## src/sbdc_pkg.sv

```systemverilog
// Shared types, constants and functions of the base64 decoder with CRC32c check.
package sbdc_pkg;

    localparam int MAX_CHUNK_BYTES = 4096;
    localparam logic [31:0] CRC_POLY = 32'h82f6_3b78;
    localparam logic [31:0] CRC_INIT = 32'hffff_ffff;
    localparam logic [13:0] CAP_RESET = 14'd4096;

    typedef enum logic [2:0] {
        ST_OK        = 3'd0,
        ST_MALFORMED = 3'd1,
        ST_NOSPACE   = 3'd2,
        ST_TOOBIG    = 3'd3,
        ST_CRC       = 3'd4
    } status_t;

    // classified input item, as held in the queue
    typedef struct packed {
        logic        is_end;
        logic [5:0]  sextet;
        logic        bad;
        logic        is_pad;
        logic [31:0] crc_check;
    } item_t;

    function automatic logic [31:0] crc_fold(logic [31:0] crc_in, logic [7:0] data);
        logic [31:0] crc;
        crc = crc_in ^ {24'd0, data};
        for (int k = 0; k < 8; k++)
        begin
            crc = (crc >> 1) ^ (crc[0] ? CRC_POLY : 32'd0);
        end
        return crc;
    endfunction

    // bit 6 set: not an alphabet symbol
    function automatic logic [6:0] sextet_of(logic [7:0] ch);
        logic [7:0] v;
        v = 8'd64;
        if (ch >= 8'h41 && ch <= 8'h5a)
        begin
            v = ch - 8'h41;
        end
        else if (ch >= 8'h61 && ch <= 8'h7a)
        begin
            v = ch - 8'h61 + 8'd26;
        end
        else if (ch >= 8'h30 && ch <= 8'h39)
        begin
            v = ch - 8'h30 + 8'd52;
        end
        else if (ch == 8'h2b)
        begin
            v = 8'd62;
        end
        else if (ch == 8'h2f)
        begin
            v = 8'd63;
        end
        return v[6:0];
    endfunction

endpackage

```

## src/sbdc_front.sv

```systemverilog
// Input side: symbol classification and a two-entry item queue.
module sbdc_front (
    input  logic                clk,
    input  logic                rst_n,
    input  logic                in_valid,
    output logic                in_ready,
    input  logic                kind,
    input  logic [7:0]          symbol,
    input  logic [31:0]         crc_check,
    output logic                deq_valid,
    input  logic                deq_ready,
    output sbdc_pkg::item_t     deq_item
);

    sbdc_pkg::item_t q_reg [2];
    logic            wr_ptr_reg;
    logic            wr_ptr_next;
    logic            rd_ptr_reg;
    logic            rd_ptr_next;
    logic [1:0]      cnt_reg;
    logic [1:0]      cnt_next;
    sbdc_pkg::item_t cls;
    logic [6:0]      sx;
    logic            push;
    logic            pop;

    always_comb
    begin
        sx            = sbdc_pkg::sextet_of(symbol);
        cls.is_end    = kind;
        cls.bad       = sx[6];
        cls.sextet    = sx[6] ? 6'd0 : sx[5:0];
        cls.is_pad    = (symbol == 8'h3d);
        cls.crc_check = crc_check;
    end

    assign in_ready  = (cnt_reg != 2'd2);
    assign deq_valid = (cnt_reg != 2'd0);
    assign deq_item  = q_reg[rd_ptr_reg];
    assign push      = in_valid && in_ready;
    assign pop       = deq_valid && deq_ready;

    always_comb
    begin
        wr_ptr_next = push ? ~wr_ptr_reg : wr_ptr_reg;
        rd_ptr_next = pop ? ~rd_ptr_reg : rd_ptr_reg;
        cnt_next    = cnt_reg + {1'b0, push} - {1'b0, pop};
    end

    always_ff @(posedge clk)
    begin
        if (push)
        begin
            q_reg[wr_ptr_reg] <= cls;
        end
    end

    always_ff @(posedge clk or negedge rst_n)
    begin
        if (!rst_n)
        begin
            wr_ptr_reg <= 1'b0;
            rd_ptr_reg <= 1'b0;
            cnt_reg    <= 2'd0;
        end
        else
        begin
            wr_ptr_reg <= wr_ptr_next;
            rd_ptr_reg <= rd_ptr_next;
            cnt_reg    <= cnt_next;
        end
    end

endmodule

```

## src/sbdc_back.sv

```systemverilog
// Decode side: quartet assembly, byte emission, CRC32c and result register.
module sbdc_back (
    input  logic             clk,
    input  logic             rst_n,
    input  logic             deq_valid,
    output logic             deq_ready,
    input  sbdc_pkg::item_t  deq_item,
    input  logic             cfg_valid,
    output logic             cfg_ready,
    input  logic [13:0]      cfg_data,
    output logic             out_valid,
    input  logic             out_ready,
    output logic [7:0]       byte0,
    output logic [7:0]       byte1,
    output logic [7:0]       byte2,
    output logic [1:0]       byte_count,
    output logic             done_res,
    output logic [2:0]       status,
    output logic [13:0]      decoded_total
);

    logic [13:0]       cap_reg;
    logic [13:0]       cap_next;
    logic [17:0]       buf_reg;
    logic [17:0]       buf_next;
    logic              cpad_reg;
    logic              cpad_next;
    logic [1:0]        pos_reg;
    logic [1:0]        pos_next;
    logic              pseen_reg;
    logic              pseen_next;
    logic [13:0]       total_reg;
    logic [13:0]       total_next;
    logic [31:0]       crc_reg;
    logic [31:0]       crc_next;
    sbdc_pkg::status_t err_reg;
    sbdc_pkg::status_t err_next;

    logic              out_valid_reg;
    logic              out_valid_next;
    logic [7:0]        b0_reg;
    logic [7:0]        b0_next;
    logic [7:0]        b1_reg;
    logic [7:0]        b1_next;
    logic [7:0]        b2_reg;
    logic [7:0]        b2_next;
    logic [1:0]        cnt_reg;
    logic [1:0]        cnt_next;
    logic              done_reg;
    logic              done_next;
    sbdc_pkg::status_t st_reg;
    sbdc_pkg::status_t st_next;
    logic [13:0]       tot_out_reg;
    logic [13:0]       tot_out_next;

    logic              fire;
    logic [5:0]        sa;
    logic [5:0]        sb;
    logic [5:0]        sc;
    logic [7:0]        v0;
    logic [7:0]        v1;
    logic [7:0]        v2;
    logic              d_pad;
    logic              q_bad;
    logic [1:0]        want;
    logic [1:0]        n;
    logic              f0;
    logic              f1;
    logic              f2;
    logic [31:0]       crc1;
    logic [31:0]       crc2;
    logic [31:0]       crc3;

    assign cfg_ready = 1'b1;
    assign deq_ready = !out_valid_reg || out_ready;
    assign fire      = deq_valid && deq_ready;

    always_comb
    begin
        sa    = buf_reg[17:12];
        sb    = buf_reg[11:6];
        sc    = buf_reg[5:0];
        d_pad = deq_item.is_pad;
        v0    = {sa, sb[5:4]};
        v1    = {sb[3:0], sc[5:2]};
        v2    = {sc[1:0], deq_item.sextet};
        q_bad = (!d_pad && deq_item.bad) || (cpad_reg && !d_pad) ||
                (cpad_reg && (sb[3:0] != 4'd0)) ||
                (d_pad && !cpad_reg && (sc[1:0] != 2'd0));
        want  = cpad_reg ? 2'd1 : (d_pad ? 2'd2 : 2'd3);
        f0    = ({1'b0, total_reg} < {1'b0, cap_reg});
        f1    = ({1'b0, total_reg} + 15'd1 < {1'b0, cap_reg});
        f2    = ({1'b0, total_reg} + 15'd2 < {1'b0, cap_reg});
        if (!f0)
        begin
            n = 2'd0;
        end
        else if (want == 2'd1 || !f1)
        begin
            n = 2'd1;
        end
        else if (want == 2'd2 || !f2)
        begin
            n = 2'd2;
        end
        else
        begin
            n = 2'd3;
        end
        crc1 = sbdc_pkg::crc_fold(crc_reg, v0);
        crc2 = sbdc_pkg::crc_fold(crc1, v1);
        crc3 = sbdc_pkg::crc_fold(crc2, v2);
    end

    always_comb
    begin
        cap_next       = (cfg_valid && cfg_ready) ? cfg_data : cap_reg;
        buf_next       = buf_reg;
        cpad_next      = cpad_reg;
        pos_next       = pos_reg;
        pseen_next     = pseen_reg;
        total_next     = total_reg;
        crc_next       = crc_reg;
        err_next       = err_reg;
        b0_next        = b0_reg;
        b1_next        = b1_reg;
        b2_next        = b2_reg;
        cnt_next       = cnt_reg;
        done_next      = done_reg;
        st_next        = st_reg;
        tot_out_next   = tot_out_reg;
        out_valid_next = out_ready ? 1'b0 : out_valid_reg;

        if (fire)
        begin
            out_valid_next = 1'b1;
            b0_next        = 8'd0;
            b1_next        = 8'd0;
            b2_next        = 8'd0;
            cnt_next       = 2'd0;
            if (deq_item.is_end)
            begin
                if (pos_reg != 2'd0)
                begin
                    st_next = sbdc_pkg::ST_MALFORMED;
                end
                else if (err_reg != sbdc_pkg::ST_OK)
                begin
                    st_next = err_reg;
                end
                else if ({18'd0, total_reg} > 32'(sbdc_pkg::MAX_CHUNK_BYTES))
                begin
                    st_next = sbdc_pkg::ST_TOOBIG;
                end
                else if (~crc_reg != deq_item.crc_check)
                begin
                    st_next = sbdc_pkg::ST_CRC;
                end
                else
                begin
                    st_next = sbdc_pkg::ST_OK;
                end
                done_next    = 1'b1;
                tot_out_next = total_reg;
                buf_next     = 18'd0;
                cpad_next    = 1'b0;
                pos_next     = 2'd0;
                pseen_next   = 1'b0;
                total_next   = 14'd0;
                crc_next     = sbdc_pkg::CRC_INIT;
                err_next     = sbdc_pkg::ST_OK;
            end
            else
            begin
                if (pseen_reg)
                begin
                    err_next = sbdc_pkg::ST_MALFORMED;
                end
                else if (err_reg == sbdc_pkg::ST_OK)
                begin
                    case (pos_reg)
                        2'd0, 2'd1:
                        begin
                            if (deq_item.bad)
                            begin
                                err_next = sbdc_pkg::ST_MALFORMED;
                            end
                            else
                            begin
                                buf_next = {buf_reg[11:0], deq_item.sextet};
                            end
                            if (pos_reg == 2'd0)
                            begin
                                cpad_next = 1'b0;
                            end
                        end
                        2'd2:
                        begin
                            if (d_pad)
                            begin
                                cpad_next = 1'b1;
                                buf_next  = {buf_reg[11:0], 6'd0};
                            end
                            else if (deq_item.bad)
                            begin
                                err_next = sbdc_pkg::ST_MALFORMED;
                            end
                            else
                            begin
                                cpad_next = 1'b0;
                                buf_next  = {buf_reg[11:0], deq_item.sextet};
                            end
                        end
                        default:
                        begin
                            buf_next  = 18'd0;
                            cpad_next = 1'b0;
                            if (q_bad)
                            begin
                                err_next = sbdc_pkg::ST_MALFORMED;
                            end
                            else
                            begin
                                if (cpad_reg || d_pad)
                                begin
                                    pseen_next = 1'b1;
                                end
                                if (n != want)
                                begin
                                    err_next = sbdc_pkg::ST_NOSPACE;
                                end
                                cnt_next   = n;
                                total_next = total_reg + {12'd0, n};
                                b0_next    = (n >= 2'd1) ? v0 : 8'd0;
                                b1_next    = (n >= 2'd2) ? v1 : 8'd0;
                                b2_next    = (n == 2'd3) ? v2 : 8'd0;
                                case (n)
                                    2'd1:    crc_next = crc1;
                                    2'd2:    crc_next = crc2;
                                    2'd3:    crc_next = crc3;
                                    default: crc_next = crc_reg;
                                endcase
                            end
                        end
                    endcase
                end
                pos_next     = pos_reg + 2'd1;
                done_next    = 1'b0;
                st_next      = err_next;
                tot_out_next = total_next;
            end
        end
    end

    always_ff @(posedge clk)
    begin
        b0_reg      <= b0_next;
        b1_reg      <= b1_next;
        b2_reg      <= b2_next;
        cnt_reg     <= cnt_next;
        done_reg    <= done_next;
        st_reg      <= st_next;
        tot_out_reg <= tot_out_next;
    end

    always_ff @(posedge clk or negedge rst_n)
    begin
        if (!rst_n)
        begin
            cap_reg       <= sbdc_pkg::CAP_RESET;
            buf_reg       <= 18'd0;
            cpad_reg      <= 1'b0;
            pos_reg       <= 2'd0;
            pseen_reg     <= 1'b0;
            total_reg     <= 14'd0;
            crc_reg       <= sbdc_pkg::CRC_INIT;
            err_reg       <= sbdc_pkg::ST_OK;
            out_valid_reg <= 1'b0;
        end
        else
        begin
            cap_reg       <= cap_next;
            buf_reg       <= buf_next;
            cpad_reg      <= cpad_next;
            pos_reg       <= pos_next;
            pseen_reg     <= pseen_next;
            total_reg     <= total_next;
            crc_reg       <= crc_next;
            err_reg       <= err_next;
            out_valid_reg <= out_valid_next;
        end
    end

    assign out_valid     = out_valid_reg;
    assign byte0         = b0_reg;
    assign byte1         = b1_reg;
    assign byte2         = b2_reg;
    assign byte_count    = cnt_reg;
    assign done_res      = done_reg;
    assign status        = st_reg;
    assign decoded_total = tot_out_reg;

`ifndef NO_ASSERTIONS
    a_done_no_bytes: assert property (@(posedge clk) disable iff (!rst_n)
        out_valid_reg && done_reg |-> cnt_reg == 2'd0)
        else $error("end result carries bytes");

    a_bytes_status: assert property (@(posedge clk) disable iff (!rst_n)
        out_valid_reg && cnt_reg != 2'd0 |->
            st_reg == sbdc_pkg::ST_OK || st_reg == sbdc_pkg::ST_NOSPACE)
        else $error("bytes emitted under an error status");

    a_end_clears: assert property (@(posedge clk) disable iff (!rst_n)
        fire && deq_item.is_end |=>
            pos_reg == 2'd0 && crc_reg == sbdc_pkg::CRC_INIT && total_reg == 14'd0)
        else $error("payload state not cleared after end item");
`endif

endmodule

```

## src/strict_base64_decode_crc32c_check_core.sv

```systemverilog
// Top level of the strict base64 decoder with CRC32c check.
//
// Input channel (in_valid/in_ready): kind 0 carries one base64 character in
// symbol; kind 1 closes the payload and carries crc_check.
// Output channel (out_valid/out_ready): exactly one result per input item,
// holding up to three decoded bytes, byte_count, done_res, status and the
// running decoded_total.
// Config channel (cfg_valid/cfg_ready/cfg_data): sets the destination
// capacity in bytes; always ready. Write it only between payload items.
// With an idle receiver an input is written into the queue register and
// then decoded into the result register, where out_valid is raised.
// Throughput: one item per cycle unless the receiver stalls; the whole
// quartet and its three CRC byte folds finish in one decode-stage pass.
// A two-entry queue sits between the classifier and the decode stage, and
// the result register is refilled in the cycle it is taken, so a stalled
// receiver backs up into the queue and then drops in_ready.
// Reset: capacity returns to 4096, the payload state is cleared, the CRC
// returns to its initial value, and no result is pending.
module strict_base64_decode_crc32c_check_core (
    input  logic        clk,
    input  logic        rst_n,
    input  logic        in_valid,
    output logic        in_ready,
    input  logic        kind,
    input  logic [7:0]  symbol,
    input  logic [31:0] crc_check,
    input  logic        cfg_valid,
    output logic        cfg_ready,
    input  logic [13:0] cfg_data,
    output logic        out_valid,
    input  logic        out_ready,
    output logic [7:0]  byte0,
    output logic [7:0]  byte1,
    output logic [7:0]  byte2,
    output logic [1:0]  byte_count,
    output logic        done_res,
    output logic [2:0]  status,
    output logic [13:0] decoded_total
);

    logic            deq_valid;
    logic            deq_ready;
    sbdc_pkg::item_t deq_item;

    sbdc_front u_front (
        .clk          (clk),
        .rst_n        (rst_n),
        .in_valid     (in_valid),
        .in_ready     (in_ready),
        .kind         (kind),
        .symbol       (symbol),
        .crc_check    (crc_check),
        .deq_valid    (deq_valid),
        .deq_ready    (deq_ready),
        .deq_item     (deq_item)
    );

    sbdc_back u_back (
        .clk           (clk),
        .rst_n         (rst_n),
        .deq_valid     (deq_valid),
        .deq_ready     (deq_ready),
        .deq_item      (deq_item),
        .cfg_valid     (cfg_valid),
        .cfg_ready     (cfg_ready),
        .cfg_data      (cfg_data),
        .out_valid     (out_valid),
        .out_ready     (out_ready),
        .byte0         (byte0),
        .byte1         (byte1),
        .byte2         (byte2),
        .byte_count    (byte_count),
        .done_res      (done_res),
        .status        (status),
        .decoded_total (decoded_total)
    );

endmodule

```

## config.mk

```make
export PLATFORM = sky130hd
export DESIGN_NAME = strict_base64_decode_crc32c_check_core
export DESIGN_NICKNAME = d
export VERILOG_FILES = /design/src/sbdc_pkg.sv /design/src/sbdc_front.sv /design/src/sbdc_back.sv /design/src/strict_base64_decode_crc32c_check_core.sv
export SDC_FILE = /design/constraint.sdc
export NUM_CORES = 1
export LEC_CHECK = 0
export BUFFER_PORTS_ARGS = -buffer_cell sky130_fd_sc_hd__buf_2
export CAP_MARGIN = 20
export CORE_MARGIN = 3
export CORE_UTILIZATION = 45
export DETAILED_ROUTE_END_ITERATION = 16
export MAX_ROUTING_LAYER = met4
export PLACE_DENSITY = 0.64
export RECOVER_POWER = 100
export SYNTH_ARGS = -nofsm -noshare
export SYNTH_HDL_FRONTEND = slang
export SYNTH_HIERARCHICAL = 1
export SYNTH_SLANG_ARGS = --single-unit
export TNS_END_PERCENT = 10
```

## constraint.sdc

```tcl
create_clock -name clk -period 6.5 [get_ports clk]
set_clock_uncertainty 0.15 [all_clocks]
set_input_delay 0.65 -clock clk [delete_from_list [all_inputs] [get_ports clk]]
set_output_delay 0.65 -clock clk [all_outputs]
set_load 0.01 [all_outputs]
```

### After elaboration in Yosys (flattened, before gate mapping)

Memories as Yosys holds them, arrays and structs flattened.
Index checks and enable logic that the tools add are counted.

* register bits: 134
* memory bits (writable): 82
* output and inout bits: 47
* logic and storage cells: 221
* memories kept: 1

* $add $sub $neg: 11
* order comparisons: 12
* eq/ne operators: 18
* multiplexer cells: 85
* bitwise logic cells: 34
* reduce and logical (&&, ||, !) cells: 41

Memory list
* u_front.q_reg: depth 2, bits a word 41, rd ports 1, clocked after memory_dff 0, write ports 1, line sbdc_front.sv:15 `sbdc_pkg::item_t q_reg [2];`

Operators by type and width (number)
* $mux W32: 29
* $xor A31 B32 Y32: 24
* $pmux W32 S3: 1
* $xor A32 B8 Y32: 3
* $mux W18: 5
* $mux W14: 6
* $mux W3: 12
* $pmux W18 S2: 1
* $mux W7: 5
* $ne A32 B32 Y1: 1
* $not A32 Y32: 1
* $lt A15 B14 Y1: 2
* $eq A8 B6 Y1 const B: 3
* $reduce_or A8 Y1: 3
* $mux W1: 19
* $ge A8 B7 Y1 const B: 2
* $le A8 B7 Y1 const B: 2
* $add A14 B1 Y15 const B: 1
* $add A14 B2 Y15 const B: 1
* $add A14 B2 Y14: 1
* $gt A14 B13 Y1 const B: 1
* $lt A14 B14 Y1: 1
* $sub A7 B7 Y7 const B: 2
* $logic_and A1 B1 Y1: 10
* other kinds (35): 65

### Depth between registers and ports, before layout

Gate-level depths: netlist (run 1).

* depth in word-level cells: 57
* mapped depth: 27
* depth with buffers taken out: 27

### Modules after synthesis

Netlist (run 1), hierarchy kept.

Modules (own cells, without submodules)
* sbdc_back: times used 1, cells each 1060, area each 10721.5 µm²
* sbdc_front: times used 1, cells each 226, area each 3718.6 µm²

### Least setup slack after synthesis (run 1)

OpenSTA, ideal clock, no wires.

* kind: flip-flop to flip-flop
* start point: reg u_back.total_reg[1]
* end point: reg u_back.crc_reg[11]
* library setup time: 0.083 ns
* arrival time: 5.109 ns
* data required time: 6.267 ns
* setup slack: 1.157 ns
* stages on the path, launching flop included: 28
* buffers on the path: 3
* cell sequence: dfrtp_1 inv_1 ha_1 ha_1 a21boi_0 o21a_1 o21a_1 o21a_1 o21a_1 o21a_1 o21a_1 o21ai_0 nand2b_1 a21oi_1 o21ai_0 a21o_1 clkinv_1 clkbuf_1 ha_1 clkbuf_1 nor2_1 nor2_1 nor2_1 nor3_1 nand2_1 clkbuf_1 a221oi_1 nor2_1

RTL lines
* from (decl): line sbdc_back.sv:32 `logic [13:0] total_reg;`
* from (signal assigned): line sbdc_back.sv:287 `total_reg <= total_next;`
* $add A14 B1 Y15: line sbdc_back.sv:92 `f1 = ({1'b0, total_reg} + 15'd1 < {1'b0, cap_reg});`
* $lt A15 B14 Y1: line sbdc_back.sv:92
* $logic_not A1 Y1: line sbdc_back.sv:98 `else if (want == 2'd1 || !f1)`
* $logic_or A1 B1 Y1: line sbdc_back.sv:98
* $mux W2: line sbdc_back.sv:98
* $mux W2 (*): line sbdc_back.sv:94 `if (!f0)`
* named net u_back.n[1]: line sbdc_back.sv:66 `logic [1:0] n;`
* $eq A2 B2 Y1 / $eq A2 B1 Y1 (equally long branches): line sbdc_back.sv:237 `case (n)`
* $pmux W32 S3: line sbdc_back.sv:237
* $mux W32: line sbdc_back.sv:218 `if (q_bad)`
* $mux W32: line sbdc_back.sv:181 `case (pos_reg)`
* $mux W32: line sbdc_back.sv:179 `else if (err_reg == sbdc_pkg::ST_OK)`
* $mux W32: line sbdc_back.sv:175 `if (pseen_reg)`
* $mux W32: line sbdc_back.sv:141 `if (deq_item.is_end)`
* to (signal assigned): line sbdc_back.sv:276 `crc_reg <= sbdc_pkg::CRC_INIT;`
* to (signal assigned): line sbdc_back.sv:288 `crc_reg <= crc_next;`
* to (decl): line sbdc_back.sv:34 `logic [31:0] crc_reg;`

The timed path passes the listed nets; every way through them passes the cells marked *. The select of a mux whose other input is x is not followed.
A chain may end at the register's enable or synchronous reset.

### Final worst setup path (run 1)

* start point: reg u_back.total_reg[1]
* end point: reg u_back.crc_reg[18]

* cells in the longest elaborated chain, start to end: 14

Ends and longest elaborated chain
* $add A14 B2 Y15: line sbdc_back.sv:93 `f2 = ({1'b0, total_reg} + 15'd2 < {1'b0, cap_reg});`
* $lt A15 B14 Y1: line sbdc_back.sv:93
* $logic_not A1 Y1: line sbdc_back.sv:102 `else if (want == 2'd2 || !f2)`
* $logic_or A1 B1 Y1: line sbdc_back.sv:102
* $mux W1: line sbdc_back.sv:102
* $mux W2: line sbdc_back.sv:98
* $mux W2 (*): line sbdc_back.sv:94
* $eq A2 B2 Y1 / $eq A2 B1 Y1 (equally long branches): line sbdc_back.sv:237
* $pmux W32 S3: line sbdc_back.sv:237
* $mux W32: line sbdc_back.sv:218
* $mux W32: line sbdc_back.sv:181
* $mux W32: line sbdc_back.sv:179
* $mux W32: line sbdc_back.sv:175
* $mux W32: line sbdc_back.sv:141

Mark *: on every way between the ends. The rest lies on a longest branch, timed or not. The select of a mux whose other input is x is not followed.

==> results of run 1 <==
## metrics by stage
stage | instances | hold WS [ns] | worst slack (ns) | area [µm²]
finish | 1812 | 0.1454 | 0.3981 | 16220
global route | 1812 | 0.1222 | 0.03171 | 16220
CTS | 1812 | 0.1188 | 0.5735 | 16340
detailed placement | 1765 | 0.3365 | 0.5718 | 15490
global placement | 1765 | 0.3261 | 0.7494 | 15490
floorplan | 1286 | 0.2044 | 1.157 | 14440
## Yosys cell counts (9+ instances only)
cell type  instances  area, µm²
a21o_1            18      135.1
a21oi_1           39      195.2
a221oi_1          16      140.1
a22o_1            15      131.4
and2_1            10      62.56
and3_1            23      143.9
clkbuf_1          41      153.9
dfrtp_1           57       1426
dfstp_2           33      867.1
edfxtp_1         126       3784
ha_1              62      775.7
inv_1             39      146.4
mux2_2            45      506.7
nand2_1           76      285.3
nand3_1           16      80.08
nand4_1           17      106.4
nor2_1            93      349.1
nor3_1            12      60.06
nor4_1             9      56.30
o21ai_0           54      270.3
o22ai_1           16      100.1
o31ai_1           13      97.59
xnor2_1          209       1831
xnor2_2           17      276.5
xnor2_4           11      302.8
xnor3_1            9      202.7
xor2_1            94      823.3
## final cells by class
class,count,area share (%)
Multi-Input combinational cell,980,49.40
Sequential cell,216,37.47
Inverter,40,0.9256
Timing Repair Buffer,134,3.965
Clock buffer,29,4.073
Tap cell,396,3.055
Clock inverter,17,1.118
## per-layer routing
layer	up-vias	share of wire, %
met3	59	7.5
li1	4762	-
met5	-	0
met2	392	43
met4	0	2.3
met1	4870	47
## critical path: cells and delay by family (launching register included)
kind	cells	cell delay (ns)
and+or+nand+nor	2	0.20
adders and majority gates	3	0.81
DFF	1	0.61
buffers and inverters	4	1.40
AOI/OAI and AO/OA	13	2.84
## path summary, 6_finish.rpt
path | endpoint | slack (ns) | depth (start not counted)
max | u_back/crc_reg[18] | 0.40 | 22
min | u_front/q_reg[1][16] | 0.15 | 1
max reg2reg | u_back/crc_reg[18] | 0.40 | 22
min reg2reg | u_front/cnt_reg[1] | 0.35 | 1
max in group asynchronous | u_back/buf_reg[1] | 1.43 | 3
min in group asynchronous | u_back/cap_reg[11] | 1.24 | 2
## logic make-up (layout without fill, tap and decap cells)
family / after synthesis / count (layout)
AOI/OAI and AO/OA: 226 / 226
xor gates and xnor gates: 354 / 354
adders and majority gates: 63 / 63
buffers and inverters: 90 / 220
DFF: 216 / 216
muxes: 52 / 52
other: 1 / 1
and+or+nand+nor: 284 / 284
==> impl_metrics.py, run 1 <==
metrics = {
    "status": {
        "status": "finished with violations",
        "violations": "capacitance limit, slew limit",
    },
    "min_path": {
        "min_path_type": "input pin to register",
        "hp-start": "crc_check[16]",
    },
    "grt": {
        "grt_max_degree": 60,
        "grt_pass1_vias": 10010,
        "grt_pass1_wl_um": 59330,
        "grt_use_met1_pct": 33.67,
        "grt.busiest_layer": "met1",
        "antenna_found_initial": 0,
        "grt_use_total_pct": 22.96,
        "use_met3_pct": 3.947,
        "overflow": 0,
        "gr-usage-met2_pct": 33.25,
    },
    "final_layout": {
        "final_nets": 1520,
        "layout_common_cells": "xnor2_1, edfxtp_1, xor2_1, nor2_1, nand2_1",
        "area_growth_pct": 12.33,
        "finish.utilization_pct": 52.21,
        "largest_reg_flops": 82,
        "layout_commonest_cell": "xnor2_1",
        "regArea_um2": 6077,
        "drive_gt1_share_pct": 16.24,
        "num-fill-cells": 2795,
        "multi_input_area_um2": 8013,
        "num_antenna_cells": 0,
    },
    "worst_setup_path": {
        "slowest_delay_ns": 0.63,
        "crit_type": "register to register",
        "r2r-start": "u_back/total_reg[1]",
        "startpoint_type": "register",
        "cp_slowest_cell": "o21ai_0",
        "worstPathCellList": "inv_1, ha_1, ha_1, a21boi_0, o21a_1, o21a_1, o21a_1, o21a_1, o21a_1, o21a_1, o21ai_0, nand2b_1, a21oi_1, o21ai_0, a21o_1, clkinv_1, ha_1, clkbuf_2, inv_1, o21ai_0, nand2_1, a31oi_1",
        "critPathCaptureType": "register",
        "cp_common_cell": "o21a_1",
        "worstPathArrival_ns": 6.42,
        "critPathRequiredTime_ns": 6.81,
        "startpoint": "u_back/total_reg[1]",
        "path_max_fanout": 34,
    },
    "die": {
        "rows": 64,
        "pin_count": 107,
        "start_util_pct": 46.48,
        "core_area_um2": 31070,
        "die_height_um": 185.1,
        "die_area_um2": 34280,
        "die_w_um": 185.1,
    },
    "placement": {
        "dp_hpwl_um": 28310,
        "routabilityCongestion": 0.9737,
        "port_buffers": 105,
    },
    "logic_synthesis": {
        "synth_nets": 1409,
        "synth_fa_ha_area_share_pct": 5.511,
        "synth_cells": 1286,
        "synth.distinct_cells": 74,
        "syn_avg_cell_area_um2": 11.23,
        "yosysWarnings": 6,
        "synth_compound_area_share_pct": 10.55,
        "synth_top_family_by_area": "XOR/XNOR gates",
        "synth_mux_area_share_pct": 3.994,
        "async_flop_share_pct": 41.67,
        "yosys.area_share.simple_pct": 9.367,
        "syn_area_um2": 14440,
        "synthXorXnorAreaFrac_pct": 26.05,
        "ys_seq_area_share_pct": 42.08,
        "synthFlopType": "edfxtp_1",
        "ys_ff_latch": 216,
        "synth_edf_count": 126,
    },
    "timing": {
        "min_period_ns": 6.102,
        "fin_crit_sh_pct": 93.88,
        "setup_violations": 0,
        "drv_slew": 237,
        "timing.slew.headroom_pct": -102.5,
        "finalHoldViolations": 0,
        "fmax_mhz": 163.9,
        "tns_ns": 0,
        "rsz0062_at_grt": "false",
        "max_slew.worst_pin.slew_ns": 3.038,
    },
    "drt": {
        "viasPerCell": 5.565,
        "drtPass1Iterations": 5,
        "vias": 10080,
        "drtIter0Drc": 898,
        "postRouteAntennaNets": 0,
        "wirelength_um": 38040,
        "post-route-drc-count": 0,
        "avgRoutedWirePerCell_um": 21.00,
    },
    "cts": {
        "cts_resized": 0,
        "htree_levels": 1,
        "clk_pin_slew_ns": 0.06,
        "cts_tree": "yes",
        "cts_buffer_depth": 3,
        "hold_buffers": 1,
        "cts_made_buffers": 25,
        "root_buffer": "clkbuf_16",
        "clock_sinks": 216,
        "clock_latency_ns": 0.54,
        "post_cts_buffers": 0,
    },
    "flow_run": {
        "cap_violations": 5,
    },
}
Power of run 1 is left out: the tool's default activity adds up to more than one toggle a clock period on the data nets, which glitch-free logic cannot reach.
==> inputs of run 2 (changes only) <==
==> constraint.sdc (replaced) <==
create_clock -name clk -period 6.5 [get_ports clk]
set_clock_uncertainty 0.15 [all_clocks]
set_input_delay 0 -clock clk [delete_from_list [all_inputs] [get_ports clk]]
set_output_delay 0 -clock clk [all_outputs]
set_load 0.01 [all_outputs]
==> run 2 against run 1 <==
Compared with the run above:
- the run still ends with capacitance limit, slew limit left
- fmax grew 0.16%
- hold slack got worse by 0.11 ns
- non-clock buffer count up 93
- first-iteration DRC count grew 3.9%
- global-route usage rose by 0.75 points
- wire length is 2.4% higher
- setup slack improved by 0.0098 ns
- clock-buffer cell count shrank 1
- critical path type unchanged
==> impl_metrics.py, run 2 (same netlist as run 1, synthesis figures left out) <==
metrics = {
    "status": {
        "status": "finished with violations",
        "violations": "capacitance limit, slew limit",
    },
    "die": {
        "pin_count": 107,
        "core_area_um2": 31070,
        "die_height_um": 185.1,
        "die_w_um": 185.1,
        "start_util_pct": 46.48,
        "die_area_um2": 34280,
        "rows": 64,
    },
    "final_layout": {
        "regArea_um2": 6077,
        "layout_commonest_cell": "xnor2_1",
        "layout_common_cells": "xnor2_1, edfxtp_1, xor2_1, dlygate4sd3_1, nor2_1",
        "drive_gt1_share_pct": 14.45,
        "num_antenna_cells": 0,
        "num-fill-cells": 2714,
        "area_growth_pct": 19.04,
        "largest_reg_flops": 82,
        "multi_input_area_um2": 7990,
        "final_nets": 1613,
    },
    "cts": {
        "cts_buffer_depth": 3,
        "htree_levels": 1,
        "post_cts_buffers": 0,
        "cts_resized": 0,
        "clk_pin_slew_ns": 0.06,
        "hold_buffers": 93,
        "root_buffer": "clkbuf_16",
        "clock_latency_ns": 0.54,
        "cts_tree": "yes",
        "clock_sinks": 216,
        "cts_made_buffers": 25,
    },
    "drt": {
        "drtIter0Drc": 933,
        "wirelength_um": 38940,
        "avgRoutedWirePerCell_um": 20.44,
        "viasPerCell": 5.515,
        "post-route-drc-count": 0,
        "drtPass1Iterations": 5,
        "vias": 10510,
        "postRouteAntennaNets": 0,
    },
    "grt": {
        "grt_pass1_vias": 10450,
        "grt_use_met1_pct": 34.71,
        "grt_max_degree": 60,
        "grt_pass1_wl_um": 61680,
        "grt_use_total_pct": 23.71,
        "antenna_found_initial": 0,
        "gr-usage-met2_pct": 35.92,
        "overflow": 0,
        "grt.busiest_layer": "met2",
        "use_met3_pct": 2.985,
    },
    "timing": {
        "setup_violations": 0,
        "fmax_mhz": 164.1,
        "min_period_ns": 6.092,
        "drv_slew": 278,
        "rsz0062_at_grt": "false",
        "max_slew.worst_pin.slew_ns": 3.014,
        "tns_ns": 0,
        "fin_crit_sh_pct": 93.72,
        "finalHoldViolations": 0,
        "timing.slew.headroom_pct": -100.9,
    },
    "placement": {
        "dp_hpwl_um": 28230,
        "routabilityCongestion": 0.9627,
        "port_buffers": 105,
    },
    "min_path": {
        "min_path_type": "input pin to register",
    },
    "worst_setup_path": {
        "crit_type": "register to register",
        "critPathCaptureType": "register",
        "startpoint_type": "register",
        "critPathRequiredTime_ns": 6.63,
        "path_max_fanout": 14,
        "worstPathArrival_ns": 6.22,
    },
    "flow_run": {
        "cap_violations": 6,
    },
}
## run 2: cell types whose count changed in the layout (fill, tap and decap cells not counted), moves of 4 or more
cell | previous run | this run
buf_2 | 37 | 30
bufinv_16 | 2 | 6
clkbuf_1 | 74 | 84
clkinvlp_4 | 7 | 2
dlygate4sd3_1 | 1 | 92
## run 2: layout make-up
type / count / share of cell area [%]
Clock inverter: 18 / 1.638
Multi-Input combinational cell: 980 / 46.48
Inverter: 40 / 0.8734
Tap cell: 396 / 2.882
Timing Repair Buffer: 227 / 9.011
Sequential cell: 216 / 35.35
Clock buffer: 28 / 3.763
## run 2: through the flow
step	hold WS (ns)	util, %	instance area (µm²)	setup slack, ns	cells
after floorplan	-0.4456	-	14440	1.157	1286
after global placement	-0.1191	49.89	15500	0.7523	1766
after detailed placement	-0.1054	49.89	15500	0.5766	1766
after CTS	0.005149	55.93	17380	0.5576	1905
after global routing	0.03057	55.33	17190	0.05507	1905
final	0.03126	55.33	17190	0.4079	1905
## run 2: per-layer routing
metal | routed length (µm) | vias to the layer above
met5 | 0 | -
met4 | 743 | 0
met3 | 2726 | 53
met2 | 17390 | 384
met1 | 18080 | 5116
li1 | - | 4953
## run 2: worst max-delay path: stages, from the launching register on
cell and delay, ns:
dfrtp_1 0.60, inv_1 0.15, ha_1 0.30, ha_1 0.27, a21boi_0 0.19, o21a_1 0.14
o21a_1 0.11, o21a_1 0.10, o21a_1 0.10, o21a_1 0.10, o21a_1 0.10, o21ai_0 0.07
nand2b_1 0.08, a21oi_1 0.07, o21ai_0 0.33, a21o_1 0.46, clkinv_1 0.50, ha_1 0.45
a21oi_1 0.06, nor2_1 0.20, and3_1 0.25, and3_1 0.20, and3_1 0.32, and2_0 0.26
nand3_1 0.11, xnor2_1 0.16
## run 2: worst paths after layout
path,start,end,slack (ns),cells past startpoint
max,u_back/total_reg[1],u_back/decoded_total[11],0.41,25
min,crc_check[16],u_front/q_reg[0][16],0.03,2
max reg2reg,u_back/total_reg[1],u_back/decoded_total[11],0.41,25
min reg2reg,u_front/cnt_reg[1],u_front/cnt_reg[1],0.34,1
max in group asynchronous,rst_n,u_back/buf_reg[1],3.13,4
min in group asynchronous,rst_n,u_back/cap_reg[12],0.42,3
Power of run 2 is left out for the same reason.
==> inputs of run 3 (changes only) <==
--- a/config.mk
+++ b/config.mk
@@ -9,6 +9,7 @@
 export CAP_MARGIN = 20
 export CORE_MARGIN = 3
 export CORE_UTILIZATION = 45
+export CTS_BUF_LIST = sky130_fd_sc_hd__clkbuf_4
 export DETAILED_ROUTE_END_ITERATION = 16
 export MAX_ROUTING_LAYER = met4
 export PLACE_DENSITY = 0.64
==> run 3 against run 2 <==
Compared with the run above:
- the flow still finishes with violations (capacitance limit, slew limit)
- fmax decreased by 0.54%
- register-to-register slack got worse by 0.03 ns
- die area unchanged
- critical path type unchanged
- largest cell class unchanged
- wire length increased by 3.3%
- non-clock buffer count increased by 53
- highest routed layer unchanged
- utilization increased by 1.4 points
==> impl_metrics.py, run 3 (same netlist as run 1, synthesis figures left out) <==
metrics = {
    "placement": {
        "dp_hpwl_um": 28230,
        "port_buffers": 105,
        "routabilityCongestion": 0.9627,
    },
    "drt": {
        "drtPass1Iterations": 5,
        "avgRoutedWirePerCell_um": 19.87,
        "viasPerCell": 5.427,
        "post-route-drc-count": 0,
        "drtIter0Drc": 941,
        "postRouteAntennaNets": 0,
        "vias": 10980,
        "wirelength_um": 40210,
    },
    "final_layout": {
        "largest_reg_flops": 82,
        "final_nets": 1700,
        "area_growth_pct": 22.02,
        "multi_input_area_um2": 7989,
        "num-fill-cells": 2691,
        "drive_gt1_share_pct": 18.32,
        "layout_common_cells": "xnor2_1, dlygate4sd3_1, edfxtp_1, clkbuf_4, xor2_1",
        "layout_commonest_cell": "xnor2_1",
        "regArea_um2": 6077,
    },
    "worst_setup_path": {
        "r2r_cells": 25,
        "critPathRequiredTime_ns": 6.76,
        "r2r_setup_slack_ns": 0.37,
        "crit_type": "register to register",
        "startpoint_type": "register",
        "worstPathArrival_ns": 6.38,
        "critPathCaptureType": "register",
        "path_max_fanout": 14,
    },
    "cts": {
        "cts_buffer_depth": 3,
        "clock_sinks": 216,
        "root_buffer": "clkbuf_4",
        "post_cts_buffers": 0,
        "clk_pin_slew_ns": 0.07,
        "clock_latency_ns": 0.74,
        "cts_tree": "yes",
        "cts_made_buffers": 59,
        "htree_levels": 2,
    },
    "timing": {
        "timing.slew.headroom_pct": -101.9,
        "max_slew.worst_pin.slew_ns": 3.028,
        "fin_crit_sh_pct": 94.23,
        "rsz0062_at_grt": "false",
        "tns_ns": 0,
        "drv_slew": 278,
        "finalHoldViolations": 0,
        "setup_violations": 0,
        "min_period_ns": 6.125,
        "fmax_mhz": 163.3,
        "hold_ws_ns": 0.1357,
    },
    "min_path": {
        "min_path_type": "input pin to register",
        "hold_path_depth": 3,
    },
    "grt": {
        "antenna_found_initial": 1,
        "grt_pass1_wl_um": 63340,
        "grt_pass1_vias": 10990,
        "grt_use_total_pct": 24.43,
        "grt_max_degree": 60,
        "overflow": 0,
    },
    "die": {
        "die_w_um": 185.1,
        "pin_count": 107,
        "rows": 64,
        "start_util_pct": 46.48,
        "die_height_um": 185.1,
        "die_area_um2": 34280,
        "core_area_um2": 31070,
    },
    "status": {
        "violations": "capacitance limit, slew limit",
        "status": "finished with violations",
    },
    "flow_run": {
        "cap_violations": 6,
    },
}
==> run 3: worst paths after layout <==
check	start	to
worst max-delay path	u_back/total_reg[1]	u_back/decoded_total[11]
worst min-delay path	cfg_valid	u_back/cap_reg[4]
worst max register to register	u_back/total_reg[1]	u_back/decoded_total[11]
worst min register to register	u_front/cnt_reg[1]	u_front/cnt_reg[1]
max in group asynchronous	rst_n	u_back/err_reg[0]
min in group asynchronous	rst_n	u_back/cap_reg[12]
==> run 3: final cells by class <==
type	instances	share of cell area (%)
Timing Repair Buffer	280	11.95
Clock buffer	96	4.090
Multi-Input combinational cell	980	45.34
Tap cell	396	2.812
Antenna cell	1	0.01420
Clock inverter	15	0.4474
Inverter	40	0.8522
Sequential cell	216	34.49
==> run 3: metal layers <==
| metal | global-route usage (%) | wire length (µm) | up-vias | part of all wire (%) |
|---|---|---|---|---|
| met5 | - | 0 | - | 0 |
| met4 | 5.132 | 660 | 0 | 1.6 |
| met3 | 4.085 | 3052 | 51 | 7.6 |
| met2 | 36.89 | 18240 | 447 | 45 |
| met1 | 34.94 | 18260 | 5319 | 45 |
| li1 | - | - | 5167 | - |
==> run 3: what timing repair did <==
item,CTS,global route
hold buffers,146,0
endpoints found under the hold margin,216,0
gates resized for setup,0,0
==> run 3: worst max-delay path, cell delays in order, from the launching register on <==
cell,delay [ns]
dfrtp_1,0.61
inv_1,0.15
ha_1,0.30
ha_1,0.27
a21boi_0,0.19
o21a_1,0.14
o21a_1,0.11
o21a_1,0.10
o21a_1,0.10
o21a_1,0.10
o21a_1,0.10
o21ai_0,0.07
nand2b_1,0.08
a21oi_1,0.08
o21ai_0,0.32
a21o_1,0.46
clkinv_1,0.50
ha_1,0.45
a21oi_1,0.06
nor2_1,0.19
and3_1,0.24
and3_1,0.19
and3_1,0.33
and2_1,0.24
nand3_1,0.11
xnor2_1,0.16
==> run 3: per-stage QoR <==
stage | util (%) | setup slack (ns) | cells | cell area, µm²
2_1_floorplan | - | 1.157 | 1286 | 14440
3_3_place_gp | 49.89 | 0.7523 | 1766 | 15500
3_5_place_dp | 49.89 | 0.5766 | 1766 | 15500
4_1_cts | 57.22 | 0.5324 | 2023 | 17780
5_1_grt | 56.71 | 0.01176 | 2024 | 17620
6_report | 56.71 | 0.3748 | 2024 | 17620
Power of run 3 is left out for the same reason.
